<file path="src/design/pms_pkg.sv">
// ----------------------------------------------------------------------------
// pms_pkg
// Shared types, codes and helpers for the pointer motion shaper.
// ----------------------------------------------------------------------------
package pms_pkg;

  // Mode codes carried with each item.
  localparam logic [1:0] OP_POINTER = 2'd0;
  localparam logic [1:0] OP_SCROLL  = 2'd1;
  localparam logic [1:0] OP_VOLUME  = 2'd2;

  // Configuration register indexes.
  localparam logic [1:0] CFG_GAIN_H    = 2'd0;
  localparam logic [1:0] CFG_GAIN_V    = 2'd1;
  localparam logic [1:0] CFG_ACCEL_DIS = 2'd2;

  // Configuration reset values.
  localparam logic [15:0] GAIN_H_RESET = 16'd1311;
  localparam logic [15:0] GAIN_V_RESET = 16'd2185;

  // Volume step in sensor counts.
  localparam int VOLUME_STEP = 18;

  // One captured input item.
  typedef struct packed {
    logic [1:0]        op;
    logic signed [7:0] dx;
    logic signed [7:0] dy;
    logic signed [7:0] wheel_h_in;
    logic signed [7:0] wheel_v_in;
  } item_t;

  // One result item, first field in the top bits so it packs straight into tdata.
  typedef struct packed {
    logic              volume_down;
    logic              volume_up;
    logic signed [7:0] wheel_v_out;
    logic signed [7:0] wheel_h_out;
    logic signed [7:0] out_y;
    logic signed [7:0] out_x;
  } result_t;

  // Clamp an 11-bit signed value to the symmetric range -127..127.
  function automatic logic signed [7:0] sat8(input logic signed [10:0] v);
    logic signed [7:0] r;
    if (v > 11'sd127) begin
      r = 8'sd127;
    end else if (v < -11'sd127) begin
      r = -8'sd127;
    end else begin
      r = v[7:0];
    end
    return r;
  endfunction

endpackage

</file>
<file path="src/design/pms_pointer.sv">
// ----------------------------------------------------------------------------
// pms_pointer
// Speed-dependent pointer gain: 1, 1.5 or 2.5 chosen from |dx|+|dy|.
// ----------------------------------------------------------------------------
module pms_pointer (
  input  logic              accel_disable,
  input  logic signed [7:0] dx,
  input  logic signed [7:0] dy,
  output logic signed [7:0] out_x,
  output logic signed [7:0] out_y
);

  logic [8:0]         abs_x;
  logic [8:0]         abs_y;
  logic [8:0]         mag;
  logic [2:0]         mul;
  logic signed [10:0] prod_x;
  logic signed [10:0] prod_y;
  logic signed [10:0] rnd_x;
  logic signed [10:0] rnd_y;
  logic signed [10:0] half_x;
  logic signed [10:0] half_y;

  // Motion magnitude as the sum of absolute deltas.
  always_comb begin
    abs_x = dx[7] ? (9'd0 - {dx[7], dx}) : {dx[7], dx};
    abs_y = dy[7] ? (9'd0 - {dy[7], dy}) : {dy[7], dy};
    mag   = abs_x + abs_y;
  end

  // Gain in halves: 2 is unity, 3 is 1.5, 5 is 2.5.
  always_comb begin
    mul = 3'd2;
    if (!accel_disable) begin
      if (mag > 9'd5) begin
        mul = 3'd5;
      end else if (mag > 9'd3) begin
        mul = 3'd3;
      end
    end
  end

  // Scale and halve, truncating toward zero, then clamp.
  always_comb begin
    prod_x = $signed({{3{dx[7]}}, dx}) * $signed({8'd0, mul});
    prod_y = $signed({{3{dy[7]}}, dy}) * $signed({8'd0, mul});
    rnd_x  = prod_x + $signed({10'd0, prod_x[10]});
    rnd_y  = prod_y + $signed({10'd0, prod_y[10]});
    half_x = {rnd_x[10], rnd_x[10:1]};
    half_y = {rnd_y[10], rnd_y[10:1]};
    out_x  = pms_pkg::sat8(half_x);
    out_y  = pms_pkg::sat8(half_y);
  end

endmodule

</file>
<file path="src/design/pms_scroll_axis.sv">
// ----------------------------------------------------------------------------
// pms_scroll_axis
// One scroll axis: Q8.16 accumulator fed through a Q0.16 gain, integer part
// emitted and removed, signed fraction kept.
// ----------------------------------------------------------------------------
module pms_scroll_axis (
  input  logic              clk,
  input  logic              rst_n,
  input  logic              en,
  input  logic signed [7:0] d,
  input  logic [15:0]       gain,
  output logic signed [7:0] whole
);

  // Only the fraction survives between items, so 17 signed bits suffice.
  logic signed [16:0] acc_r;
  logic signed [16:0] acc_nxt;
  logic signed [24:0] prod;
  logic signed [24:0] sum;
  logic [24:0]        mag;
  logic [8:0]         whole_mag;
  logic signed [10:0] whole_s;

  // Multiply-accumulate and split into integer and fraction by magnitude.
  always_comb begin
    prod      = $signed({{17{d[7]}}, d}) * $signed({9'd0, gain});
    sum       = $signed({{8{acc_r[16]}}, acc_r}) + prod;
    mag       = sum[24] ? (25'd0 - sum) : sum;
    whole_mag = mag[24:16];
    acc_nxt   = sum[24] ? $signed(17'd0 - {1'b0, mag[15:0]}) : $signed({1'b0, mag[15:0]});
    whole_s   = sum[24] ? $signed(11'd0 - {2'b0, whole_mag}) : $signed({2'b0, whole_mag});
    whole     = pms_pkg::sat8(whole_s);
  end

  // Accumulator update on each scroll item.
  always_ff @(posedge clk) begin
    if (!rst_n) begin
      acc_r <= '0;
    end else if (en) begin
      acc_r <= acc_nxt;
    end
  end

  // The kept fraction stays strictly inside one unit.
  assert property (@(posedge clk) disable iff (!rst_n) acc_r != 17'h10000)
    else $error("scroll fraction reached minus one");

endmodule

</file>
<file path="src/design/pms_volume.sv">
// ----------------------------------------------------------------------------
// pms_volume
// Volume control: counts vertical motion and pulses once per full step.
// ----------------------------------------------------------------------------
module pms_volume (
  input  logic              clk,
  input  logic              rst_n,
  input  logic              en,
  input  logic signed [7:0] dy,
  output logic              volume_up,
  output logic              volume_down
);

  localparam logic signed [8:0] STEP = 9'(pms_pkg::VOLUME_STEP);

  // Count stays within one step either way between items.
  logic signed [5:0] acc_r;
  logic signed [5:0] acc_nxt;
  logic signed [8:0] sum;

  // Add the delta and check both thresholds.
  always_comb begin
    sum         = $signed({{3{acc_r[5]}}, acc_r}) + $signed({dy[7], dy});
    volume_down = sum >= STEP;
    volume_up   = sum <= -STEP;
    acc_nxt     = (volume_up || volume_down) ? 6'sd0 : sum[5:0];
  end

  always_ff @(posedge clk) begin
    if (!rst_n) begin
      acc_r <= '0;
    end else if (en) begin
      acc_r <= acc_nxt;
    end
  end

  // The stored count never reaches a full step.
  assert property (@(posedge clk) disable iff (!rst_n)
    (acc_r < 6'sd18) && (acc_r > -6'sd18))
    else $error("volume count out of range");

endmodule

</file>
<file path="src/design/pointer_motion_shaper_top.sv">
// ----------------------------------------------------------------------------
// pointer_motion_shaper_top
// Trackpad report shaper: pointer acceleration, scroll and volume modes.
// ----------------------------------------------------------------------------
// Each report is captured in an input register, shaped by one pass of
// logic and held in an output register before it is delivered, and a
// new report can be taken every cycle unless the output stalls; the path
// between the registers is one 8 x 17 multiply-accumulate per scroll
// axis. Scroll and volume accumulators update as a report moves to the
// output register. The configuration port is always ready and should
// only be written while no report is in flight.
// ----------------------------------------------------------------------------
module pointer_motion_shaper_top (
  input  logic        clk,
  input  logic        rst_n,
  // Input reports.
  input  logic        in_tvalid,
  output logic        in_tready,
  input  logic [31:0] in_tdata,   // dx, dy, wheel_h_in, wheel_v_in
  input  logic [1:0]  in_tuser,   // op
  // Shaped reports.
  output logic        out_tvalid,
  input  logic        out_tready,
  output logic [39:0] out_tdata,  // out_x, out_y, wheel_h_out, wheel_v_out,
                                  // volume_up, volume_down, zero fill
  // Configuration writes.
  input  logic        cfg_valid,
  output logic        cfg_ready,
  input  logic [1:0]  cfg_index,
  input  logic [15:0] cfg_data
);

  logic [15:0]       gain_h_r;
  logic [15:0]       gain_v_r;
  logic              accel_dis_r;
  pms_pkg::item_t    s1_item_r;
  logic              s1_valid_r;
  pms_pkg::result_t  out_res_r;
  logic              out_valid_r;
  pms_pkg::result_t  res_nxt;
  logic              fire;
  logic              in_acc;
  logic signed [7:0] ptr_x;
  logic signed [7:0] ptr_y;
  logic signed [7:0] scr_h;
  logic signed [7:0] scr_v;
  logic              vol_up;
  logic              vol_down;
  logic              scroll_en;
  logic              volume_en;

  // Configuration registers.
  assign cfg_ready = 1'b1;

  always_ff @(posedge clk) begin
    if (!rst_n) begin
      gain_h_r    <= pms_pkg::GAIN_H_RESET;
      gain_v_r    <= pms_pkg::GAIN_V_RESET;
      accel_dis_r <= 1'b0;
    end else if (cfg_valid) begin
      unique case (cfg_index)
        pms_pkg::CFG_GAIN_H:    gain_h_r    <= cfg_data;
        pms_pkg::CFG_GAIN_V:    gain_v_r    <= cfg_data;
        pms_pkg::CFG_ACCEL_DIS: accel_dis_r <= cfg_data[0];
        default: ;
      endcase
    end
  end

  // Handshake: the item advances when the output register is free or draining.
  assign fire      = s1_valid_r && (!out_valid_r || out_tready);
  assign in_tready = !s1_valid_r || fire;
  assign in_acc    = in_tvalid && in_tready;

  always_ff @(posedge clk) begin
    if (!rst_n) begin
      s1_valid_r  <= 1'b0;
      out_valid_r <= 1'b0;
    end else begin
      s1_valid_r  <= in_acc || (s1_valid_r && !fire);
      out_valid_r <= fire || (out_valid_r && !out_tready);
    end
  end

  // Input register.
  always_ff @(posedge clk) begin
    if (in_acc) begin
      s1_item_r.op         <= in_tuser;
      s1_item_r.dx         <= in_tdata[7:0];
      s1_item_r.dy         <= in_tdata[15:8];
      s1_item_r.wheel_h_in <= in_tdata[23:16];
      s1_item_r.wheel_v_in <= in_tdata[31:24];
    end
  end

  // Mode units.
  assign scroll_en = fire && (s1_item_r.op == pms_pkg::OP_SCROLL);
  assign volume_en = fire && (s1_item_r.op == pms_pkg::OP_VOLUME);

  pms_pointer u_pointer (
    .accel_disable (accel_dis_r),
    .dx            (s1_item_r.dx),
    .dy            (s1_item_r.dy),
    .out_x         (ptr_x),
    .out_y         (ptr_y)
  );

  pms_scroll_axis u_scroll_h (
    .clk   (clk),
    .rst_n (rst_n),
    .en    (scroll_en),
    .d     (s1_item_r.dx),
    .gain  (gain_h_r),
    .whole (scr_h)
  );

  pms_scroll_axis u_scroll_v (
    .clk   (clk),
    .rst_n (rst_n),
    .en    (scroll_en),
    .d     (s1_item_r.dy),
    .gain  (gain_v_r),
    .whole (scr_v)
  );

  pms_volume u_volume (
    .clk         (clk),
    .rst_n       (rst_n),
    .en          (volume_en),
    .dy          (s1_item_r.dy),
    .volume_up   (vol_up),
    .volume_down (vol_down)
  );

  // Result selection by mode; wheel values pass through clamped by default.
  always_comb begin
    res_nxt.out_x       = 8'sd0;
    res_nxt.out_y       = 8'sd0;
    res_nxt.wheel_h_out = pms_pkg::sat8({{3{s1_item_r.wheel_h_in[7]}}, s1_item_r.wheel_h_in});
    res_nxt.wheel_v_out = pms_pkg::sat8({{3{s1_item_r.wheel_v_in[7]}}, s1_item_r.wheel_v_in});
    res_nxt.volume_up   = 1'b0;
    res_nxt.volume_down = 1'b0;
    unique case (s1_item_r.op)
      pms_pkg::OP_SCROLL: begin
        res_nxt.wheel_h_out = scr_h;
        res_nxt.wheel_v_out = 8'sd0 - scr_v;
      end
      pms_pkg::OP_VOLUME: begin
        res_nxt.volume_up   = vol_up;
        res_nxt.volume_down = vol_down;
      end
      default: begin
        res_nxt.out_x = ptr_x;
        res_nxt.out_y = ptr_y;
      end
    endcase
  end

  // Output register.
  always_ff @(posedge clk) begin
    if (fire) begin
      out_res_r <= res_nxt;
    end
  end

  assign out_tvalid = out_valid_r;
  assign out_tdata  = {6'd0, out_res_r};

  // A report never asks for volume up and down together.
  assert property (@(posedge clk) disable iff (!rst_n)
    out_valid_r |-> !(out_res_r.volume_up && out_res_r.volume_down))
    else $error("both volume pulses set");

  // A volume pulse only comes with zeroed motion.
  assert property (@(posedge clk) disable iff (!rst_n)
    (out_valid_r && (out_res_r.volume_up || out_res_r.volume_down)) |->
      (out_res_r.out_x == 8'sd0 && out_res_r.out_y == 8'sd0))
    else $error("volume pulse with pointer motion");

  // An advancing item is presented at the output in the next cycle.
  assert property (@(posedge clk) disable iff (!rst_n) fire |=> out_valid_r)
    else $error("advanced item lost");

endmodule

</file>
<file path="config.mk">
export PLATFORM = sky130hd
export DESIGN_NAME = pointer_motion_shaper_top
export DESIGN_NICKNAME = d
export VERILOG_FILES = /design/src/design/pms_pkg.sv /design/src/design/pms_pointer.sv /design/src/design/pms_scroll_axis.sv /design/src/design/pms_volume.sv /design/src/design/pointer_motion_shaper_top.sv
export SDC_FILE = /design/constraint.sdc
export NUM_CORES = 1
export LEC_CHECK = 0
export BUFFER_PORTS_ARGS = -buffer_cell sky130_fd_sc_hd__buf_2
export CORE_UTILIZATION = 23
export DETAILED_ROUTE_END_ITERATION = 7
export RECOVER_POWER = 100
export SYNTH_ARGS = -nofsm -noshare
export SYNTH_HDL_FRONTEND = slang
export SYNTH_HIERARCHICAL = 1
export SYNTH_SLANG_ARGS = --single-unit
</file>
<file path="constraint.sdc">
create_clock -name clk -period 11.6 [get_ports clk]
set_input_delay 0.58 -clock clk [delete_from_list [all_inputs] [get_ports clk]]
set_output_delay 0.58 -clock clk [all_outputs]
set_load 0.02 [all_outputs]
</file>
==> flow_metrics.tcl, run 1 <==
set metrics [dict create \
    status "complete, but fails checks" \
    violations "max-capacitance violations, max-slew violations" \
    cts_made_buffers 17 \
    met3_usage 0.0273 \
    worstHoldEndpoint "s1_item_r[4]" \
    hold_viol_final 0 \
    num_vias 18900 \
    yosysWarnings 6 \
    clk_pin_slew_ps 70 \
    synth_seq_cells 143 \
    fin_crit_sh 0.854 \
    vias_per_cell 4.73 \
    grt_pass1_vias 18600 \
    final_cells 3986 \
    grt-ovfl-total 0 \
    coreArea_mm2 0.0987 \
    slew_headroom -0.774 \
    die_w_um 318 \
    whs_ps 266 \
    antenna_found_initial 7 \
    peakVddDrop_mv 0.180 \
    max_freq_mhz 101 \
    tns_ps 0 \
    post_cts_resized 0 \
    rsz0062_at_grt "no" \
    post-dp-hpwl_um 49300 \
    cap_violations 3 \
    finalWirelength_um 62300 \
    grt_util_all_layers 0.125 \
    whs_path_depth 1 \
    tightest_slew_ps 2660 \
    syn2layout_area_growth_pct 9.14 \
    post_cts_buffers 0 \
    clock_skew_ps 14.5 \
    use_met2 0.186 \
    total_power_uw 5290 \
    cellPowerDensity_mw_per_mm2 211 \
    gp_congestion 0.851 \
    slew_viol_final 120 \
    wire_per_inst_um 15.6 \
    grt_max_degree 58 \
    start_kind "flop" \
    dp_slack_ps 2430 \
    rr_startpoint "s1_item_r[16]" \
    syn_area_mm2 0.0230 \
    met1_usage 0.182 \
    synthFlopType "dfxtp_1" \
    rows 115 \
    hold_path_class "in -> reg" \
    critPathKind "reg -> reg" \
    ios 100 \
    critical_path.max_fanout 23 \
    die_height_um 318 \
    syn_avg_cell_area_um2 8.66 \
    top_usage_layer "met2" \
    period_minus_slack_ps 9910 \
    clock_power_share 0.112 \
    final_nets 3167 \
    async_flop_share 0 \
    drc 0 \
    combPwrFrac 0.770 \
    drt_pass1_iterations 5 \
    ant_nets 0 \
    cp.arrival_ps 10130 \
    p_seq_frac 0.117 \
    netlist_instances 2654 \
    min_from "in_tdata[28]" \
    clockBufferDepth 2 \
    postCtsHoldBufs 0 \
    io_buffers 92 \
    setup_viol_count_final 0 \
    end_kind "flop" \
    required_ps 11810 \
    intPower_uw 2450 \
    ys_types 128 \
    p_sw_frac 0.536 \
    p_switching_uw 2830 \
    die_area_mm2 0.101 \
    drive_above_1_share 0.0626 \
    clockRootBuffer "clkbuf_16" \
    yosysSeqAreaShare 0.154 \
    leakagePower_uw 0.0105 \
    synth-edff-count 68 \
    clkLatencyLatePin_ps 490 \
    htreeDepth 4 \
    finalWorstSetupSlack_ps 1690 \
    initial_core_util 0.233 \
    dr.first_iter.drc_count 1127 \
    cts_num_sinks 143 \
    grt_first_pass_wirelength_um 101000 \
    place_inst 3953 \
    r2r-end "out_tdata[31]" \
    cts_tree "done" \
    reg2reg_depth 25 \
    r2r_setup_slack_ps 1690 \
]
## layout by cell type, fill, tap and decap left out, types with 18 or more instances in the layout
master	n
ha_1	191
and3_1	33
nand2_1	272
clkbuf_1	54
o211ai_1	27
buf_2	44
fa_1	234
nand4_1	18
o21ai_0	106
nor4_1	25
nand3_1	53
and2_1	204
mux2i_1	25
dfxtp_1	75
a21boi_0	26
xnor2_1	98
edfxtp_1	68
xor2_1	36
inv_1	281
or3_1	23
nand2b_1	32
nor2_1	165
a211oi_1	23
a21oi_1	102
nor3_1	54
## cells by family (layout without fill, tap and decap cells)
group                      after synthesis  in the layout  synth area share
other                                    2              8          0.000327
and+or+nand+nor                       1029           1029             0.242
xor gates and xnor gates               140            140            0.0569
AOI/OAI and AO/OA                      506            506             0.159
muxes                                   30             30            0.0135
DFF                                    143            143             0.154
buffers and inverters                  379            418            0.0664
adders and majority gates              425            425             0.308
## metrics by stage
step / area, µm² / utilization
finish: 25100 / 0.254
global route: 25100 / 0.254
CTS: 25300 / 0.256
detailed placement: 24700 / 0.250
global placement: 24700 / 0.250
floorplan: 23000 / -
## Yosys cell counts (21+ instances only)
| cell type | instances | area share |
|---|---|---|
| clkbuf_1 | 54 | 0.0088 |
| xnor2_1 | 98 | 0.037 |
| a21oi_1 | 100 | 0.022 |
| nor2_1 | 165 | 0.027 |
| nor4_1 | 25 | 0.0068 |
| nand2b_1 | 32 | 0.0087 |
| o21ai_1 | 26 | 0.0057 |
| nor3_1 | 54 | 0.012 |
| inv_1 | 281 | 0.046 |
| and3_1 | 34 | 0.0093 |
| xor2_1 | 36 | 0.014 |
| o211ai_1 | 26 | 0.0085 |
| edfxtp_1 | 68 | 0.089 |
| nand3_1 | 52 | 0.011 |
| a21boi_0 | 22 | 0.0072 |
| mux2i_1 | 25 | 0.011 |
| nand2_1 | 272 | 0.044 |
| or3_1 | 22 | 0.0060 |
| dfxtp_1 | 75 | 0.065 |
| a211oi_1 | 21 | 0.0069 |
| fa_1 | 234 | 0.20 |
| ha_1 | 191 | 0.10 |
| and2_1 | 218 | 0.059 |
| o21ai_0 | 97 | 0.021 |
## area by class of cell
class                           count  area, µm²
Clock inverter                     12        149
Sequential cell                   143       3540
Antenna cell                        1       2.50
Timing Repair Buffer              105        483
Fill cell                       10700      73600
Multi-Input combinational cell   2137      17800
Inverter                          281       1050
Tap cell                         1287       1610
Clock buffer                       20        447
## critical path: stages (launching register included)
cell and delay, ps:
edfxtp_1 680, clkbuf_1 740, nand2_1 180, fa_1 530, inv_1 50, fa_1 510
fa_1 440, fa_1 500, ha_1 330, ha_1 390, a21oi_1 400, o211ai_1 180
nand2_1 110, nand2_1 70, o311ai_0 1110, or2_1 720, a21oi_1 130, xor2_1 250
ha_1 230, and3b_1 330, a21oi_1 150, a21boi_1 360, o21ai_0 270, nor4_1 620
and4b_1 290, a211oi_1 40
## state kept, by name, summed over array words and instances, names as in the netlist
name,flops
gain_h_r,16
accel_dis_r,1
s1_item_r,34
u_volume/acc_r,6
u_scroll_h/acc_r,17
u_scroll_v/acc_r,17
out_tvalid,1
gain_v_r,16
s1_valid_r,1
out_tdata,34
## power by group through the flow
stage	clock network, µW	registers [µW]	logic (µW)
after detailed placement	0	630	4060
final	594	621	4070
after global placement	0	631	4030
after global routing	635	627	4510
after CTS	617	620	4090
after floorplan	0	628	3230
## metal layers
| layer | vias to the layer above | share of wire |
|---|---|---|
| li1 | 9180 | - |
| met1 | 9172 | 0.49 |
| met2 | 450 | 0.43 |
| met3 | 58 | 0.067 |
| met4 | 8 | 0.014 |
| met5 | - | 0.00088 |
## worst max-delay path by stage
stage,startpoint,to,slack [ps],cells after the start
finish,s1_item_r[16],out_tdata[31],1690,25
global route,s1_item_r[23],out_tdata[31],870,26
CTS,s1_item_r[23],out_tdata[31],2380,26
detailed placement,s1_item_r[23],out_tdata[31],2430,26
global placement,s1_item_r[23],out_tdata[31],2570,26
floorplan,s1_item_r[24],out_tdata[20],3530,31
(Power assumes the default switching activity.)
==> run 2, diff against run 1 <==
Settings changed: CTS_BUF_LIST set to sky130_fd_sc_hd__clkbuf_16.
==> flow_metrics.tcl, run 2 (same netlist as run 1, synthesis figures left out) <==
set metrics [dict create \
    dp_slack_ps 2430 \
    seqCellArea_mm2 0.00354 \
    clock_skew_ps 14.5 \
    r2r-end "out_tdata[31]" \
    fin_crit_sh 0.856 \
    gp_congestion 0.851 \
    clk_pin_slew_ps 60 \
    die_height_um 318 \
    ant_nets 0 \
    min_from "in_tdata[28]" \
    rr_startpoint "s1_item_r[16]" \
    drc 0 \
    finalWirelength_um 62300 \
    reg2reg_depth 25 \
    total_power_uw 5280 \
    mostFrequentLayoutCell "inv_1" \
    critPathKind "reg -> reg" \
    hold_path_class "in -> reg" \
    cellPowerDensity_mw_per_mm2 210 \
    cts_tree "done" \
    cts_num_sinks 143 \
    slew_headroom -0.781 \
    place_inst 3953 \
    wire_per_inst_um 15.6 \
    cts_made_buffers 17 \
    finalWorstSetupSlack_ps 1670 \
    end_kind "flop" \
    tns_ps 0 \
    layout_common_cells "inv_1 (283), nand2_1 (272), fa_1 (234)" \
    rsz0062_at_grt "no" \
    slew_viol_final 120 \
    die_area_mm2 0.101 \
    coreArea_mm2 0.0987 \
    dr.first_iter.drc_count 1134 \
    period_minus_slack_ps 9930 \
    design_area_mm2 0.0251 \
    p_sw_frac 0.537 \
    clockRootBuffer "clkbuf_16" \
    grt-ovfl-total 0 \
    combPwrFrac 0.771 \
    tightest_slew_ps 2670 \
    peakVddDrop_mv 0.179 \
    grt_pass1_vias 18600 \
    post-dp-hpwl_um 49300 \
    final_nets 3167 \
    postCtsHoldBufs 0 \
    clockBufferDepth 2 \
    max_freq_mhz 101 \
    place_area_mm2 0.0247 \
    cap_violations 3 \
    die_w_um 318 \
    post_cts_buffers 0 \
    vias_per_cell 4.74 \
    r2r_setup_slack_ps 1670 \
    drt_pass1_iterations 5 \
    required_ps 11810 \
    htreeDepth 4 \
    nFillCells 10700 \
    leakagePower_uw 0.0105 \
    ios 100 \
    num_vias 18900 \
    grt_max_degree 58 \
    worstHoldEndpoint "s1_item_r[4]" \
    hold_viol_final 0 \
    clkLatencyLatePin_ps 490 \
    p_seq_frac 0.118 \
    drive_above_1_share 0.0623 \
    whs_path_depth 1 \
    cp.arrival_ps 10150 \
    grt_util_all_layers 0.125 \
    violations "max-capacitance violations, max-slew violations" \
    initial_core_util 0.233 \
    start_kind "flop" \
    rows 115 \
    grt_first_pass_wirelength_um 101000 \
    post_cts_resized 0 \
    syn2layout_area_growth_pct 9.10 \
    intPower_uw 2440 \
    p_switching_uw 2830 \
    setup_viol_count_final 0 \
    multi_input_area_mm2 0.0178 \
    final_cells 3986 \
    status "complete, but fails checks" \
    io_buffers 92 \
    clock_power_share 0.111 \
    critical_path.max_fanout 23 \
    antenna_found_initial 7 \
]
-- run 2: cell types whose count changed in the layout (fill, tap and decap cells not counted) --
cell | before | now
clkinv_1 | 0 | 1
clkbuf_8 | 1 | 0
inv_1 | 281 | 283
clkbuf_1 | 54 | 52
-- run 2: through the flow --
step / hold slack, ps / utilization
after CTS: 219 / 0.256
after floorplan: 433 / -
after detailed placement: 454 / 0.250
final: 269 / 0.254
after global placement: 446 / 0.250
after global routing: 229 / 0.254
-- run 2: final cells by class --
class                      instances  share of cell area
timing repair buffer             105              0.0193
multi-input combinational       2137               0.710
clock buffer                      17              0.0170
inverter                         281              0.0421
antenna                            1           0.0000998
sequential                       143               0.141
tap                             1287              0.0642
clock inverter                    15             0.00639
-- run 2: per-layer routing --
layer  vias to the layer above  track usage  share of wire
li1                       9181            -              -
met1                      9184        0.182           0.49
met2                       451        0.186           0.43
met3                        60       0.0273          0.064
met4                         8       0.0282          0.014
met5                         -            0        0.00088
-- run 2: power by group through the flow --
stage | Sequential (µW) | Combinational (µW) | Clock [µW]
floorplan | 628 | 3230 | 0
global placement | 631 | 4030 | 0
detailed placement | 630 | 4060 | 0
CTS | 620 | 4090 | 608
global route | 627 | 4510 | 626
finish | 621 | 4070 | 585
-- run 2: worst max-delay path by stage --
stage | from | endpoint | slack (ps) | depth (start not counted)
final | s1_item_r[16] | out_tdata[31] | 1670 | 25
after global routing | s1_item_r[23] | out_tdata[31] | 870 | 26
after CTS | s1_item_r[23] | out_tdata[31] | 2380 | 26
after detailed placement | s1_item_r[23] | out_tdata[31] | 2430 | 26
after global placement | s1_item_r[23] | out_tdata[31] | 2570 | 26
after floorplan | s1_item_r[24] | out_tdata[20] | 3530 | 31
-- run 2: critical path, stage by stage, from the launching register on --
cell and delay (ps):
edfxtp_1 680, clkbuf_1 750, nand2_1 180, fa_1 530, inv_1 50, fa_1 510
fa_1 440, fa_1 500, ha_1 330, ha_1 390, a21oi_1 400, o211ai_1 180
nand2_1 110, nand2_1 70, o311ai_0 1110, or2_1 730, a21oi_1 130, xor2_1 250
ha_1 230, and3b_1 330, a21oi_1 150, a21boi_1 360, o21ai_0 280, nor4_1 620
and4b_1 290, a211oi_1 40
